**src/rtl/core/swa_pkg.sv**
```systemverilog
// swa_pkg: shared constants, payload types, fsm state and control structs
// for the sliding window average block.
// No dependencies; compiled first.
package swa_pkg;

    // window depth and derived widths
    localparam int WINDOW    = 8;
    localparam int LOG_WIN   = (WINDOW > 1) ? $clog2(WINDOW) : 0;
    localparam int IDX_W     = (WINDOW > 1) ? LOG_WIN : 1;
    localparam int COUNT_W   = $clog2(WINDOW + 1);
    localparam int SAMPLE_W  = 32;
    localparam int FILL_W    = 4;
    localparam int SUM_W     = SAMPLE_W + LOG_WIN;
    localparam int DIV_CNT_W = $clog2(SUM_W + 1);

    // input transaction payload
    typedef struct packed {
        logic signed [SAMPLE_W-1:0] sample;
    } swa_in_t;

    // output transaction payload
    typedef struct packed {
        logic signed [SAMPLE_W-1:0] average;
        logic [FILL_W-1:0]          fill_level;
        logic                       window_full;
    } swa_out_t;

    // controller states
    typedef enum logic [2:0] {
        ST_IDLE,
        ST_REPLACE,
        ST_LOAD,
        ST_DIV,
        ST_FINISH
    } swa_state_t;

    // commands from controller to datapath
    typedef struct packed {
        logic append;    // store new sample in next free slot, add to sum
        logic fetch;     // capture sample, read oldest slot
        logic replace;   // swap oldest for new sample, update sum
        logic div_load;  // start division of sum by fill count
        logic div_step;  // one quotient bit
        logic out_load;  // write result into output register
    } swa_cmd_t;

    // status from datapath to controller
    typedef struct packed {
        logic full;
        logic div_last;
    } swa_status_t;

endpackage

```
**src/rtl/core/swa_if.sv**
```systemverilog
// swa_if: valid/ready channel interfaces for the input and output sides.
// Depends on swa_pkg for the payload types.
interface swa_in_if;
    logic             valid;
    logic             ready;
    swa_pkg::swa_in_t data;

    modport source (output valid, output data, input ready);
    modport sink   (input valid, input data, output ready);
endinterface

interface swa_out_if;
    logic              valid;
    logic              ready;
    swa_pkg::swa_out_t data;

    modport source (output valid, output data, input ready);
    modport sink   (input valid, input data, output ready);
endinterface

```
**src/rtl/core/swa_ctrl.sv**
```systemverilog
// swa_ctrl: controller state machine, sequences window update, division
// and the output register. Depends on swa_pkg.
module swa_ctrl (
    input  logic                 clk,
    input  logic                 rst_n,
    input  logic                 in_valid,
    output logic                 in_ready,
    output logic                 out_valid,
    input  logic                 out_ready,
    input  swa_pkg::swa_status_t status,
    output swa_pkg::swa_cmd_t    cmd
);

    swa_pkg::swa_state_t state_reg;
    swa_pkg::swa_state_t state_next;
    logic                out_valid_reg;
    logic                out_valid_next;
    logic                accept;
    logic                out_free;

    assign in_ready  = (state_reg == swa_pkg::ST_IDLE);
    assign accept    = in_valid && in_ready;
    assign out_valid = out_valid_reg;
    assign out_free  = !out_valid_reg || out_ready;

    // next state
    always_comb
    begin
        state_next = state_reg;
        unique case (state_reg)
            swa_pkg::ST_IDLE:
            begin
                if (accept)
                begin
                    state_next = status.full ? swa_pkg::ST_REPLACE : swa_pkg::ST_LOAD;
                end
            end
            swa_pkg::ST_REPLACE:
            begin
                state_next = swa_pkg::ST_LOAD;
            end
            swa_pkg::ST_LOAD:
            begin
                state_next = swa_pkg::ST_DIV;
            end
            swa_pkg::ST_DIV:
            begin
                if (status.div_last)
                begin
                    state_next = swa_pkg::ST_FINISH;
                end
            end
            swa_pkg::ST_FINISH:
            begin
                if (out_free)
                begin
                    state_next = swa_pkg::ST_IDLE;
                end
            end
            default:
            begin
                state_next = swa_pkg::ST_IDLE;
            end
        endcase
    end

    // command outputs
    always_comb
    begin
        cmd = '0;
        unique case (state_reg)
            swa_pkg::ST_IDLE:
            begin
                cmd.append = accept && !status.full;
                cmd.fetch  = accept && status.full;
            end
            swa_pkg::ST_REPLACE:
            begin
                cmd.replace = 1'b1;
            end
            swa_pkg::ST_LOAD:
            begin
                cmd.div_load = 1'b1;
            end
            swa_pkg::ST_DIV:
            begin
                cmd.div_step = 1'b1;
            end
            swa_pkg::ST_FINISH:
            begin
                cmd.out_load = out_free;
            end
            default:
            begin
                cmd = '0;
            end
        endcase
    end

    // output valid flag
    always_comb
    begin
        out_valid_next = out_valid_reg;
        if (cmd.out_load)
        begin
            out_valid_next = 1'b1;
        end
        else if (out_ready)
        begin
            out_valid_next = 1'b0;
        end
    end

    always_ff @(posedge clk or negedge rst_n)
    begin
        if (!rst_n)
        begin
            state_reg     <= swa_pkg::ST_IDLE;
            out_valid_reg <= 1'b0;
        end
        else
        begin
            state_reg     <= state_next;
            out_valid_reg <= out_valid_next;
        end
    end

    // a result never overwrites one still waiting
    assert property (@(posedge clk) disable iff (!rst_n)
        cmd.out_load |-> (!out_valid_reg || out_ready))
        else $error("swa_ctrl: output register overwritten");

    // an accepted transaction always moves into update or load
    assert property (@(posedge clk) disable iff (!rst_n)
        accept |=> (state_reg == swa_pkg::ST_REPLACE || state_reg == swa_pkg::ST_LOAD))
        else $error("swa_ctrl: bad state after accept");

    // last division step leads to finish
    assert property (@(posedge clk) disable iff (!rst_n)
        (state_reg == swa_pkg::ST_DIV && status.div_last) |=>
            (state_reg == swa_pkg::ST_FINISH))
        else $error("swa_ctrl: division did not finish");

endmodule

```
**src/rtl/core/swa_dp.sv**
```systemverilog
// swa_dp: datapath with sample store, ring pointer, fill count, running sum,
// restoring divider and output register. Depends on swa_pkg.
module swa_dp (
    input  logic                         clk,
    input  logic                         rst_n,
    input  logic signed [swa_pkg::SAMPLE_W-1:0] in_sample,
    input  swa_pkg::swa_cmd_t            cmd,
    output swa_pkg::swa_status_t         status,
    output swa_pkg::swa_out_t            out_data
);

    localparam int SUM_W   = swa_pkg::SUM_W;
    localparam int COUNT_W = swa_pkg::COUNT_W;
    localparam int IDX_W   = swa_pkg::IDX_W;

    logic signed [swa_pkg::SAMPLE_W-1:0] store_mem [swa_pkg::WINDOW];

    logic signed [swa_pkg::SAMPLE_W-1:0] sample_reg;
    logic signed [swa_pkg::SAMPLE_W-1:0] old_reg;
    logic [COUNT_W-1:0]                  count_reg;
    logic [COUNT_W-1:0]                  count_next;
    logic [IDX_W-1:0]                    ptr_reg;
    logic [IDX_W-1:0]                    ptr_next;
    logic signed [SUM_W-1:0]             sum_reg;
    logic signed [SUM_W-1:0]             sum_next;
    logic [SUM_W-1:0]                    qd_reg;
    logic [SUM_W-1:0]                    qd_next;
    logic [COUNT_W-1:0]                  rem_reg;
    logic [COUNT_W-1:0]                  rem_next;
    logic                                neg_reg;
    logic [swa_pkg::DIV_CNT_W-1:0]       div_cnt_reg;
    logic [swa_pkg::DIV_CNT_W-1:0]       div_cnt_next;
    swa_pkg::swa_out_t                   out_reg;

    logic signed [swa_pkg::SAMPLE_W:0]   diff;
    logic [COUNT_W:0]                    rem_shift;
    logic [COUNT_W:0]                    rem_sub;
    logic                                rem_ge;
    logic [SUM_W-1:0]                    sum_mag;
    logic [SUM_W-1:0]                    quot;
    logic                                full;

    assign full = (count_reg == COUNT_W'(swa_pkg::WINDOW));

    // window update arithmetic
    assign diff = (swa_pkg::SAMPLE_W+1)'(sample_reg) - (swa_pkg::SAMPLE_W+1)'(old_reg);

    always_comb
    begin
        sum_next   = sum_reg;
        count_next = count_reg;
        ptr_next   = ptr_reg;
        if (cmd.append)
        begin
            sum_next   = sum_reg + SUM_W'(in_sample);
            count_next = count_reg + COUNT_W'(1);
        end
        else if (cmd.replace)
        begin
            sum_next = sum_reg + SUM_W'(diff);
            ptr_next = (ptr_reg == IDX_W'(swa_pkg::WINDOW - 1)) ? '0 : ptr_reg + IDX_W'(1);
        end
    end

    // one restoring division step, dividend shifted out as quotient shifts in
    assign rem_shift = {rem_reg, qd_reg[SUM_W-1]};
    assign rem_ge    = (rem_shift >= {1'b0, count_reg});
    assign rem_sub   = rem_shift - {1'b0, count_reg};
    assign sum_mag   = sum_reg[SUM_W-1] ? SUM_W'(-sum_reg) : SUM_W'(sum_reg);

    always_comb
    begin
        qd_next      = qd_reg;
        rem_next     = rem_reg;
        div_cnt_next = div_cnt_reg;
        if (cmd.div_load)
        begin
            qd_next      = sum_mag;
            rem_next     = '0;
            div_cnt_next = swa_pkg::DIV_CNT_W'(SUM_W);
        end
        else if (cmd.div_step)
        begin
            qd_next      = {qd_reg[SUM_W-2:0], rem_ge};
            rem_next     = rem_ge ? rem_sub[COUNT_W-1:0] : rem_shift[COUNT_W-1:0];
            div_cnt_next = div_cnt_reg - swa_pkg::DIV_CNT_W'(1);
        end
    end

    // signed quotient, truncated toward zero
    assign quot = neg_reg ? SUM_W'(-qd_reg) : qd_reg;

    // control state
    always_ff @(posedge clk or negedge rst_n)
    begin
        if (!rst_n)
        begin
            count_reg   <= '0;
            ptr_reg     <= '0;
            sum_reg     <= '0;
            div_cnt_reg <= '0;
        end
        else
        begin
            count_reg   <= count_next;
            ptr_reg     <= ptr_next;
            sum_reg     <= sum_next;
            div_cnt_reg <= div_cnt_next;
        end
    end

    // sample store, one write and one registered read port
    always_ff @(posedge clk)
    begin
        if (cmd.append)
        begin
            store_mem[count_reg[IDX_W-1:0]] <= in_sample;
        end
        else if (cmd.replace)
        begin
            store_mem[ptr_reg] <= sample_reg;
        end
        if (cmd.fetch)
        begin
            old_reg <= store_mem[ptr_reg];
        end
    end

    // payload registers
    always_ff @(posedge clk)
    begin
        if (cmd.fetch)
        begin
            sample_reg <= in_sample;
        end
        if (cmd.div_load)
        begin
            neg_reg <= sum_reg[SUM_W-1];
        end
        qd_reg  <= qd_next;
        rem_reg <= rem_next;
        if (cmd.out_load)
        begin
            out_reg.average     <= quot[swa_pkg::SAMPLE_W-1:0];
            out_reg.fill_level  <= swa_pkg::FILL_W'(count_reg);
            out_reg.window_full <= full;
        end
    end

    assign status.full     = full;
    assign status.div_last = (div_cnt_reg == swa_pkg::DIV_CNT_W'(1));
    assign out_data        = out_reg;

    // fill count saturates at the window depth
    assert property (@(posedge clk) disable iff (!rst_n)
        count_reg <= COUNT_W'(swa_pkg::WINDOW))
        else $error("swa_dp: fill count beyond window");

    // the sample store is only appended to while filling
    assert property (@(posedge clk) disable iff (!rst_n)
        cmd.append |-> !full)
        else $error("swa_dp: append into full window");

    // a division step always has steps left
    assert property (@(posedge clk) disable iff (!rst_n)
        cmd.div_step |-> (div_cnt_reg != '0))
        else $error("swa_dp: division step with no bits left");

endmodule

```
**src/rtl/core/sliding_window_average.sv**
```systemverilog
// channel   dir  payload                                 role
// feed      in   sample                                  one Q16.16 sample per transaction
// result    out  average, fill_level, window_full        one result per input transaction
//
// A transaction runs from acceptance via REPLACE (once the window is full), LOAD,
// DIV and FINISH, which waits for a free output register, to the next acceptance.
// The bit-serial divider makes one quotient bit per cycle over the 35-bit running sum.
// Reset (rst_n, asynchronous) empties the window; the store itself is not cleared.
// A finished result waits in the output register while the next sample is taken;
// the divider holds its answer only if that register is still occupied.
// Top level: joins swa_ctrl and swa_dp; depends on swa_pkg and swa_if.
module sliding_window_average (
    input  logic   clk,
    input  logic   rst_n,
    swa_in_if.sink     feed,
    swa_out_if.source  result
);

    swa_pkg::swa_cmd_t    cmd;
    swa_pkg::swa_status_t status;
    logic                 in_ready;
    logic                 out_valid;

    swa_ctrl u_ctrl (
        .clk       (clk),
        .rst_n     (rst_n),
        .in_valid  (feed.valid),
        .in_ready  (in_ready),
        .out_valid (out_valid),
        .out_ready (result.ready),
        .status    (status),
        .cmd       (cmd)
    );

    swa_dp u_dp (
        .clk       (clk),
        .rst_n     (rst_n),
        .in_sample (feed.data.sample),
        .cmd       (cmd),
        .status    (status),
        .out_data  (result.data)
    );

    assign feed.ready   = in_ready;
    assign result.valid = out_valid;

endmodule
```
**src/flat_wrapper.sv**
```systemverilog
// flat-port wrapper written by rule: the top's interface ports become plain ports
module sliding_window_average_flat 
  (clk, rst_n, feed_valid, feed_data, feed_ready, result_valid, result_data, result_ready);
  swa_in_if feed_i ();
  swa_out_if result_i ();
  input  logic clk;
  input  logic rst_n;
  input wire logic [$bits(feed_i.valid)-1:0] feed_valid;
  input wire logic [$bits(feed_i.data)-1:0] feed_data;
  output wire logic [$bits(feed_i.ready)-1:0] feed_ready;
  output wire logic [$bits(result_i.valid)-1:0] result_valid;
  output wire logic [$bits(result_i.data)-1:0] result_data;
  input wire logic [$bits(result_i.ready)-1:0] result_ready;
  assign feed_i.valid = feed_valid;
  assign feed_i.data = feed_data;
  assign feed_ready = feed_i.ready;
  assign result_valid = result_i.valid;
  assign result_data = result_i.data;
  assign result_i.ready = result_ready;
  sliding_window_average u_core (.clk(clk), .rst_n(rst_n), .feed(feed_i), .result(result_i));
endmodule
```
**config.mk**
```make
export PLATFORM = sky130hd
export DESIGN_NAME = sliding_window_average_flat
export DESIGN_NICKNAME = d
export VERILOG_FILES = /design/src/rtl/core/swa_pkg.sv /design/src/rtl/core/swa_if.sv /design/src/rtl/core/swa_ctrl.sv /design/src/rtl/core/swa_dp.sv /design/src/rtl/core/sliding_window_average.sv /design/src/flat_wrapper.sv
export SDC_FILE = /design/constraint.sdc
export NUM_CORES = 1
export LEC_CHECK = 0
export BUFFER_PORTS_ARGS = -buffer_cell sky130_fd_sc_hd__buf_2
export CAP_MARGIN = 20
export CORE_UTILIZATION = 68
export DETAILED_ROUTE_END_ITERATION = 10
export PLACE_DENSITY = 0.9
export SYNTH_ARGS = -nofsm -noshare
export SYNTH_HDL_FRONTEND = slang
export SYNTH_SLANG_ARGS = --single-unit
```
**constraint.sdc**
```tcl
create_clock -name clk -period 11.1 [get_ports clk]
set_clock_uncertainty 0.2 [all_clocks]
set_input_delay 0.555 -clock clk [delete_from_list [all_inputs] [get_ports clk]]
set_output_delay 0.555 -clock clk [all_outputs]
set_load 0.01 [all_outputs]
```
# Word level (Yosys, flattened, before mapping)

Memories as Yosys holds them, arrays and structs flattened. A register that Yosys moved wholly into a read port is not among the register bits.
Index checks and enable logic that the tools add are counted.

Register bits after elaboration: 161
Memory bits (writable): 256
Input port bits: 36
Output and inout bits: 39
Memories: 1

Add/subtract/negate cells: 9
Magnitude comparators: 1
Equality and inequality tests: 10
Muxes and demuxes: 30
Bitwise operators: 1
Reductions and logical operators: 13

Memory list:

| name                  | depth | width | read ports | clocked after memory_dff | wr ports | line         | text |
|---|---|---|---|---|---|---|---|
| u_core.u_dp.store_mem | 8     | 32    | 1          | 1                        | 1        | swa_dp.sv:16 | `logic signed [swa_pkg::SAMPLE_W-1:0] store_mem [swa_pkg::WINDOW];` |

Operators by type and width:

| kind                  | number |
|---|---|
| $mux W35              | 5 |
| $mux W32              | 2 |
| $add A35 B32 Y35      | 1 |
| $add A35 B33 Y35      | 1 |
| $neg A35 Y35          | 1 |
| $sub A32 B32 Y33      | 1 |
| $neg A32 Y32          | 1 |
| $reduce_or A32 Y1     | 1 |
| $mux W3               | 5 |
| $pmux W3 S5           | 1 |
| $mux W1               | 12 |
| $mux W6               | 2 |
| $eq A3 B2 Y1 const B  | 2 |
| $eq A3 B3 Y1 const B  | 2 |
| $eq A6 B1 Y1 const B  | 1 |
| $reduce_bool A2 Y1    | 3 |
| $sub A6 B1 Y6 const B | 1 |
| $ge A5 B4 Y1          | 1 |
| $add A4 B1 Y4 const B | 1 |
| $eq A4 B4 Y1 const B  | 1 |
| $mux W2               | 2 |
| $mux W4               | 1 |
| $ne A2 B1 Y1 const B  | 2 |
| $sub A4 B4 Y4         | 1 |
| 10 further kinds      | 13 |

# Logic depth before layout (Yosys ltp)

Gate-level depths: netlist of the first run.

Depth in word-level cells: 8
Gate-level depth with buffers: 14

# Cells and area by module

Synthesis of the first run repeated with hierarchy kept, for this count alone.

Cell total of the unflattened synthesis: 1842
Area total of the unflattened synthesis: 23386.2 µm²

Modules (own cells, without submodules):

| module   | instances | cells an instance | area each (µm²) | sequential area each (µm²) |
|---|---|---|---|---|
| swa_dp   | 1         | 1818              | 23129.7         | 13082.5 |
| swa_ctrl | 1         | 24                | 256.5           | 100.1 |

# Worst setup path after synthesis of the first run

Ideal clock, no wire load.

Path type: reg-to-reg
From: register u_core.u_dp.ptr_reg[0]
To: memory u_core.u_dp.store_mem[3][0] in the netlist's numbering, enable pin
Setup time: 0.421 ns
Arrival: 3.317 ns
Data required time: 10.479 ns
Setup slack: 7.162 ns
Stages on the path, launching flop included: 8
Path buffers: 3
Clock period less this slack: 3.938 ns
Path through: dfrtp_1 > clkbuf_1 > clkbuf_1 > buf_1 > nor2_1 > a21oi_1 > nand2_1 > nor2_1

Cells in the longest elaborated chain, start to end: 1

Ends and longest elaborated chain:

| item                     | line          | text |
|---|---|---|
| start, declared          | swa_dp.sv:22  | `logic [IDX_W-1:0] ptr_reg;` |
| start signal, assigned   | swa_dp.sv:106 | `ptr_reg <= ptr_next;` |
| $mux W3 (no source line) | --            |  |
| end, declared            | swa_dp.sv:16  |  |

No other way between the ends.

# Worst setup path in the final report of the first run

From: register u_core.u_dp.count_reg[1]
To: memory u_core.u_dp.store_mem[5][27] in the netlist's numbering, enable pin

Cells in the longest elaborated chain, start to end: 8

Ends and longest elaborated chain:

| item                                                       | line           | text |
|---|---|---|
| start, declared                                            | swa_dp.sv:20   | `logic [COUNT_W-1:0] count_reg;` |
| start signal, assigned                                     | swa_dp.sv:105  | `count_reg <= count_next;` |
| $eq A4 B4 Y1 *                                             | swa_dp.sv:43   | `assign full = (count_reg == COUNT_W'(swa_pkg::WINDOW));` |
| net u_core.u_dp.full                                       | swa_dp.sv:41   | `logic full;` |
| $logic_not A1 Y1 *                                         | swa_ctrl.sv:74 | `cmd.append = accept && !status.full;` |
| $logic_and A1 B1 Y1 *                                      | swa_ctrl.sv:74 |  |
| $mux W2 *                                                  | swa_ctrl.sv:71 | `unique case (state_reg)` |
| $mux W1                                                    | swa_dp.sv:115  | `if (cmd.append)` |
| $mux W1 (not written as such)                              | swa_dp.sv:121  | `store_mem[ptr_reg] <= sample_reg;` |
| $reduce_or A32 Y1 (no source line)                         | --             |  |
| $mux W3 (no source line) / $mux W1 (equally long branches) | --             |  |

The timed path passes the listed nets; every way through them passes the cells marked *.

==> summary.txt, run 1 <==
status - complete, no violations
reg-to-reg setup timing slack - 6410 ps
setup tns final - 0 ps
Filler cells - 1963
Site Rows - 67
core area - 0.0334 mm2
final wirelength - 57200 um
Crit Reg-Reg Endpoint - u_core.u_dp.store_mem[5][27]$_DFFE_PP_
f_max - 213 MHz
Startpoint Class - flip-flop
CTS tree - yes
peak supply drop - 0.175 mV
antenna-violating nets left - 0
Vias per Instance - 6.47
all-layer global routing usage - 0.321
DR pass1 iterations - 7
Final GP Congestion - 0.970
Slew @ Worst Pin - 1120 ps
synthesis-to-layout area growth - 11.3%
library cells used by synthesis - 72
leak pwr - 0.00987 uW
HPWL Detailed - 36600 um
WL/cell - 23.4 um
Post-CTS Setup Repair Bufs - 0
share of cells above drive strength 1 - 0.133
Final setup violation count - 0
number of synthesized flops with an enable pin - 393
CP Capture Type - flip-flop
Worst Setup EP - u_core.u_dp.store_mem[5][27]$_DFFE_PP_
CTS Sinks - 449
Hold Violations, Final - 0
Critical Path Start - u_core.u_dp.count_reg[1]$_DFFE_PN0P_
die width - 186 um
Worst EP required - 11070 ps
min-delay worst type - primary input to flip-flop
number of global-route vias before repair - 15.4k
unrepaired setup endpoints after global routing - no
slew margin rel. - 0.247
Max FO, Critical Path - 49
first-pass GRT wire length - 85500 um
register area share after synthesis - 0.570
worst-skew pair later-pin latency - 570 ps
Synth Net Count - 2045
dominant synthesized flop cell - edfxtp_1
Cell Pwr Density - 278 mW/mm2
R2R Path Start - u_core.u_dp.count_reg[1]$_DFFE_PN0P_
initial DRC count - 1704
met3 GRT Util - 0.0547
starting density of the core - 0.691
Longest Clk Path Bufs - 3
met1 GRT Util - 0.449
Reg2Reg Depth - 9
max cap viols - 0
met2 usage - 0.518
Syn Area/Cell - 12.2 um2
boundary pin count - 75
H-tree levels - 2
final-report max-slew violation count - 0
post-synthesis cell count - 1891
Largest Register - u_core.u_dp.store_mem
fin nets - 2116
WP data arrival - 4660 ps
DRC Markers - 0
Root Buffer Master - clkbuf_16
post-layout minimum cycle time - 4690 ps
Yosys warnings - 0
Die H - 186 um
utilization after layout - 0.769
max reg flops - 256
Yosys reg bits - 449
synthesized area - 0.0231 mm2
initial antenna violation count - 0
Setup Crit Path Kind - flip-flop to flip-flop
GR peak layer - met2
via count - 15.8k
Die ar. - 0.0347 mm2
grt ovf - 0
Pwr Total - 7160 uW
Synth async-reset ratio - 0.116
CTS Buf Count - 47
largest net degree at the start of global routing - 70
IO buf count - 74
# diodes - 0
Worst-path clk slew - 60 ps
period utilisation layout - 0.422
[power breakdown]
part | internal, uW | switching [uW] | total [uW]
combinational | 1220 | 1820 | 3040
sequential | 2210 | 271 | 2490
clock | 974 | 665 | 1640
total | 4410 | 2750 | 7160
[layout make-up]
cell class | count | area, um2 | area share
Clock inverter | 22 | 333 | 0.0129
Multi-Input combinational cell | 1203 | 9110 | 0.354
Inverter | 159 | 597 | 0.0232
Sequential cell | 449 | 13200 | 0.513
Clock buffer | 64 | 1270 | 0.0494
Tap cell | 448 | 561 | 0.0218
Timing Repair Buffer | 102 | 673 | 0.0262
[metrics by stage]
stage	instance area [um2]	worst slack, ps	instances	hold slack [ps]
after floorplan	23100	7160	1891	59.4
after global placement	23900	6780	2347	237
after detailed placement	23900	6490	2347	263
after CTS	25500	6420	2434	13.8
after global routing	25700	6150	2447	27.9
final	25700	6410	2447	25.8
[what timing repair did]
item                                    CTS  global route
resized for setup                         0             0
hold endpoints to repair                 52             0
endpoints found under the setup margin    0             0
hold buffers                              1             0
[logic make-up after synthesis]
| kind of cell | count (synthesis) | synth area share |
|---|---|---|
| buf+inv | 239 | 0.0388 |
| simple gates | 470 | 0.0917 |
| xor+xnor | 123 | 0.0466 |
| compound gates | 420 | 0.111 |
| flops | 449 | 0.570 |
| fa+ha+maj | 118 | 0.0756 |
| mux | 72 | 0.0658 |
[cells in the mapped netlist, types with 3 or more instances]
cell type,instances,share of area
edfxtp_1,393,0.51
nand2_1,261,0.042
inv_1,158,0.026
o21ai_0,133,0.029
a21oi_1,110,0.024
xnor2_1,98,0.037
ha_1,82,0.044
nor2_1,72,0.012
clkbuf_1,68,0.011
mux4_2,64,0.062
dfrtp_1,52,0.056
fa_1,36,0.031
a21o_1,31,0.010
xor2_1,25,0.0095
nand3_1,24,0.0052
o31ai_1,22,0.0071
nand4_1,19,0.0051
a211oi_1,18,0.0058
nor3_1,17,0.0037
a31oi_1,15,0.0041
o21a_1,14,0.0045
o21bai_1,14,0.0045
buf_1,12,0.0019
or4_1,12,0.0039
and3_1,11,0.0030
nand2b_1,9,0.0024
o22ai_1,9,0.0024
or3_1,9,0.0024
mux2i_1,8,0.0035
o41ai_1,8,0.0030
nor2b_1,7,0.0019
o211ai_1,7,0.0023
a22oi_1,6,0.0019
or2_2,6,0.0016
dfxtp_1,4,0.0035
or4_4,4,0.0019
and2_1,3,0.00081
nor3b_1,3,0.00097
nor4_1,3,0.00081
o21ai_1,3,0.00065
[worst min path at each step]
| stage | to | cells past startpoint | from |
|---|---|---|---|
| 6_report | u_core.u_dp.sample_reg[0]$_DFFE_PP_ | 1 | feed_data[0] |
| 5_1_grt | u_core.u_dp.sample_reg[3]$_DFFE_PP_ | 1 | feed_data[3] |
| 4_1_cts | u_core.u_dp.sample_reg[0]$_DFFE_PP_ | 1 | feed_data[0] |
| 3_5_place_dp | u_core.u_dp.rem_reg[3]$_SDFFE_PP0P_ | 2 | u_core.u_dp.rem_reg[3]$_SDFFE_PP0P_ |
| 3_3_place_gp | u_core.u_dp.rem_reg[3]$_SDFFE_PP0P_ | 2 | u_core.u_dp.rem_reg[3]$_SDFFE_PP0P_ |
| 2_1_floorplan | u_core.u_ctrl.out_valid$_DFFE_PN0P_ | 0 | rst_n |
[routing by layer]
| metal | vias up | part of all wire |
|---|---|---|
| met3 | 120 | 0.089 |
| met4 | 0 | 0.026 |
| met2 | 950 | 0.49 |
| met5 | - | 0 |
| met1 | 7698 | 0.40 |
| li1 | 7059 | - |
[worst max-delay path, cell delays in order, from the launching register on]
cell and delay [ps]:
dfrtp_1 460, inv_1 190, ha_1 170, and3_1 230
nor2b_1 90, and2_1 160, buf_4 300, a21oi_1 950
nand2_1 530, nor2_4 980
[cells in the final DEF (no fill, tap or decap), drive strengths merged, types with 8 or more instances in the layout]
master    n
o31ai    22
or4      16
fa       36
inv     160
nor3     17
xor2     25
a21o     31
ha       82
nand2   261
mux2i     8
edfxtp  393
or3      12
xnor2    98
and3     11
o21a     14
nor2     72
dfrtp    52
nand2b    9
buf      95
a31oi    15
a211oi   18
o22ai     9
nand4    19
clkinv   12
clkbuf   70
o21ai   137
o21bai   14
nand3    24
a21oi   110
o41ai     9
mux4     64
(Power assumes the default switching activity.)
==> run 2, diff against run 1 <==
--- a/config.mk
+++ b/config.mk
@@ -7,9 +7,9 @@
 export LEC_CHECK = 0
 export BUFFER_PORTS_ARGS = -buffer_cell sky130_fd_sc_hd__buf_2
 export CAP_MARGIN = 20
-export CORE_UTILIZATION = 68
+export CORE_UTILIZATION = 57
 export DETAILED_ROUTE_END_ITERATION = 10
-export PLACE_DENSITY = 0.9
+export PLACE_DENSITY = 0.81
 export SYNTH_ARGS = -nofsm -noshare
 export SYNTH_HDL_FRONTEND = slang
 export SYNTH_SLANG_ARGS = --single-unit
==> constraint.sdc (replaced) <==
create_clock -name clk -period 4.3 [get_ports clk]
set_clock_uncertainty 0.2 [all_clocks]
set_input_delay 0.215 -clock clk [delete_from_list [all_inputs] [get_ports clk]]
set_output_delay 0.215 -clock clk [all_outputs]
set_load 0.01 [all_outputs]
==> run 2 against run 1 <==
Against the previous run: maximum frequency rose by 13%; register-to-register slack got worse by 6200 ps; sequential power rose to 2.5 times the previous value; critical path type unchanged; final area rose by 0.85%; combinational power rose to 2.6 times the previous value; power rose by 150%; routed wire length fell by 6.2%; clock power rose by 120%; critical endpoint is now u_core.u_dp.qd_reg[28]$_DFFE_PP_.
==> summary.txt, run 2 (synthesis results as in run 1) <==
CTS tree - yes (unchanged)
final wirelength - 53700 um (was 57200 um)
hold_ws - 121 ps (was 25.8 ps)
min-delay worst type - primary input to async pin (was primary input to flip-flop)
grt ovf - 0 (unchanged)
Final setup violation count - 0 (unchanged)
Hold Violations, Final - 0 (unchanged)
max cap viols - 0 (unchanged)
DR pass1 iterations - 7 (unchanged)
antenna-violating nets left - 0 (unchanged)
Longest Clk Path Bufs - 3 (unchanged)
initial DRC count - 1433 (was 1704)
HPWL Detailed - 36000 um (was 36600 um)
CP Capture Type - flip-flop (unchanged)
met3 GRT Util - 0.0345 (was 0.0547)
H-tree levels - 2 (unchanged)
largest net degree at the start of global routing - 68 (was 70)
setup tns final - 0 ps (unchanged)
critical path's top delay family - simple AND/OR/NAND/NOR gates (unchanged)
die width - 203 um (was 186 um)
buffers and inverters on the worst path - 1 (was 2)
final-report max-slew violation count - 0 (unchanged)
reg-to-reg setup timing slack - 170 ps (was 6410 ps)
Crit Reg-Reg Endpoint - u_core.u_dp.qd_reg[28]$_DFFE_PP_ (was u_core.u_dp.store_mem[5][27]$_DFFE_PP_)
starting density of the core - 0.580 (was 0.691)
WP data arrival - 4210 ps (was 4660 ps)
Max FO, Critical Path - 5 (was 49)
unrepaired setup endpoints after global routing - no (unchanged)
worst-skew pair later-pin latency - 580 ps (was 570 ps)
Cell Pwr Density - 688 mW/mm2 (was 278 mW/mm2)
boundary pin count - 75 (unchanged)
peak supply drop - 0.378 mV (was 0.175 mV)
post-route insts no fill - 2561 (was 2447)
Die H - 203 um (was 186 um)
IO buf count - 74 (unchanged)
synthesis-to-layout area growth - 12.2% (was 11.3%)
share of cells above drive strength 1 - 0.132 (was 0.133)
CTS Buf Count - 45 (was 47)
Worst path most repeated cell - or4_4
most frequent cells in the layout - edfxtp_1 (393), nand2_1 (260), inv_1 (158) (unchanged)
status - complete, no violations (unchanged)
Pwr Total - 17900 uW (was 7160 uW)
leak pwr - 0.00994 uW (was 0.00987 uW)
Slew @ Worst Pin - 1060 ps (was 1120 ps)
Site Rows - 73 (was 67)
Vias per Instance - 6.06 (was 6.47)
Startpoint Class - flip-flop (unchanged)
Worst EP required - 4380 ps (was 11070 ps)
all-layer global routing usage - 0.265 (was 0.321)
Final GP Congestion - 0.986 (was 0.970)
# diodes - 0 (unchanged)
initial antenna violation count - 0 (unchanged)
placed insts - 2446 (was 2347)
Max stage delay on crit path - 460 ps (was 980 ps)
via count - 15.5k (was 15.8k)
Largest Register - u_core.u_dp.store_mem (unchanged)
crit-path cells - inv_1, ha_2, or4b_1, or2_1, or4_4, or4_1, or4_4, or3_4, o31ai_1, xnor2_1, o21ai_1 (was inv_1, ha_1, and3_1, nor2b_1, and2_1, buf_4, a21oi_1, nand2_1, nor2_4)
Post-CTS Setup Repair Bufs - 0 (unchanged)
f_max - 242 MHz (was 213 MHz)
Critical Path Start - u_core.u_dp.sum_reg[1]$_DFFE_PN0P_ (was u_core.u_dp.count_reg[1]$_DFFE_PN0P_)
max reg flops - 256 (unchanged)
commonest non-fill, non-tap cell in the layout - edfxtp_1 (unchanged)
CTS Sinks - 449 (unchanged)
met1 GRT Util - 0.372 (was 0.449)
Reg2Reg Depth - 11 (was 9)
GR peak layer - met2 (unchanged)
DRC Markers - 0 (unchanged)
R2R Path Start - u_core.u_dp.sum_reg[1]$_DFFE_PN0P_ (was u_core.u_dp.count_reg[1]$_DFFE_PN0P_)
core area - 0.0398 mm2 (was 0.0334 mm2)
first-pass GRT wire length - 83700 um (was 85500 um)
fin nets - 2157 (was 2116)
slew margin rel. - 0.284 (was 0.247)
post-layout minimum cycle time - 4130 ps (was 4690 ps)
period utilisation layout - 0.961 (was 0.422)
Die ar. - 0.0414 mm2 (was 0.0347 mm2)
met2 usage - 0.429 (was 0.518)
number of global-route vias before repair - 15.2k (was 15.4k)
Worst Setup EP - u_core.u_dp.qd_reg[28]$_DFFE_PP_ (was u_core.u_dp.store_mem[5][27]$_DFFE_PP_)
slowest stage cell, crit path - or4b_1 (was nor2_4)
Setup Crit Path Kind - flip-flop to flip-flop (unchanged)
WL/cell - 21.0 um (was 23.4 um)
Root Buffer Master - clkbuf_16 (unchanged)
Worst path depth - 11 (was 9)
Worst-path clk slew - 60 ps (about the same)
[run 2: worst register-to-register path: stages (launching register included)]
cell and delay [ps]:
dfrtp_1 390, inv_1 110, ha_2 220, or4b_1 460, or2_1 280, or4_4 440, or4_1 430, or4_4 450
or3_4 390, o31ai_1 250, xnor2_1 150, o21ai_1 70
[run 2: report_power, final]
part           internal (uW)  switching (uW)  total, uW  leakage (uW)
clock                   2060            1630       3680      0.000663
sequential              5720             595       6310       0.00424
combinational           3230            4630       7860       0.00504
[run 2: per-layer routing]
layer | wire length, um | part of all wire
met5 | 0 | 0
met4 | 1550 | 0.029
met3 | 4020 | 0.075
met2 | 25600 | 0.48
met1 | 22500 | 0.42
[run 2: worst min-delay path by stage]
stage	startpoint	cells after the start	slack [ps]	end
2_1_floorplan	rst_n	0	-280	u_core.u_ctrl.out_valid$_DFFE_PN0P_
3_3_place_gp	rst_n	2	200	u_core.u_ctrl.state_reg[0]$_DFFE_PN0P_
4_1_cts	rst_n	3	150	u_core.u_ctrl.out_valid$_DFFE_PN0P_
3_5_place_dp	rst_n	2	210	u_core.u_ctrl.out_valid$_DFFE_PN0P_
6_report	rst_n	3	120	u_core.u_ctrl.out_valid$_DFFE_PN0P_
5_1_grt	rst_n	3	210	u_core.u_ctrl.out_valid$_DFFE_PN0P_
[run 2: per-stage QoR]
step	util	cell area (um2)	worst slack (ps)
2_1_floorplan	-	23100	362
3_3_place_gp	0.608	24200	198
3_5_place_dp	0.608	24200	144
4_1_cts	0.651	25900	71.0
5_1_grt	0.652	25900	18.7
6_report	0.652	25900	169
[run 2: layout make-up]
class                           instances  area, um2
Clock buffer                           56       1170
Sequential cell                       449      13200
Multi-Input combinational cell       1203       9130
Clock inverter                         24        205
Tap cell                              525        657
Timing Repair Buffer                  145       1000
Fill cell                            2876      13900
Inverter                              159        597
[run 2: repair_timing]
action | 4_1_cts | 5_1_grt
setup endpoints to repair | 0 | 3
hold endpoints to repair | 91 | 0
hold buffers | 35 | 0
resized for setup | 0 | 5
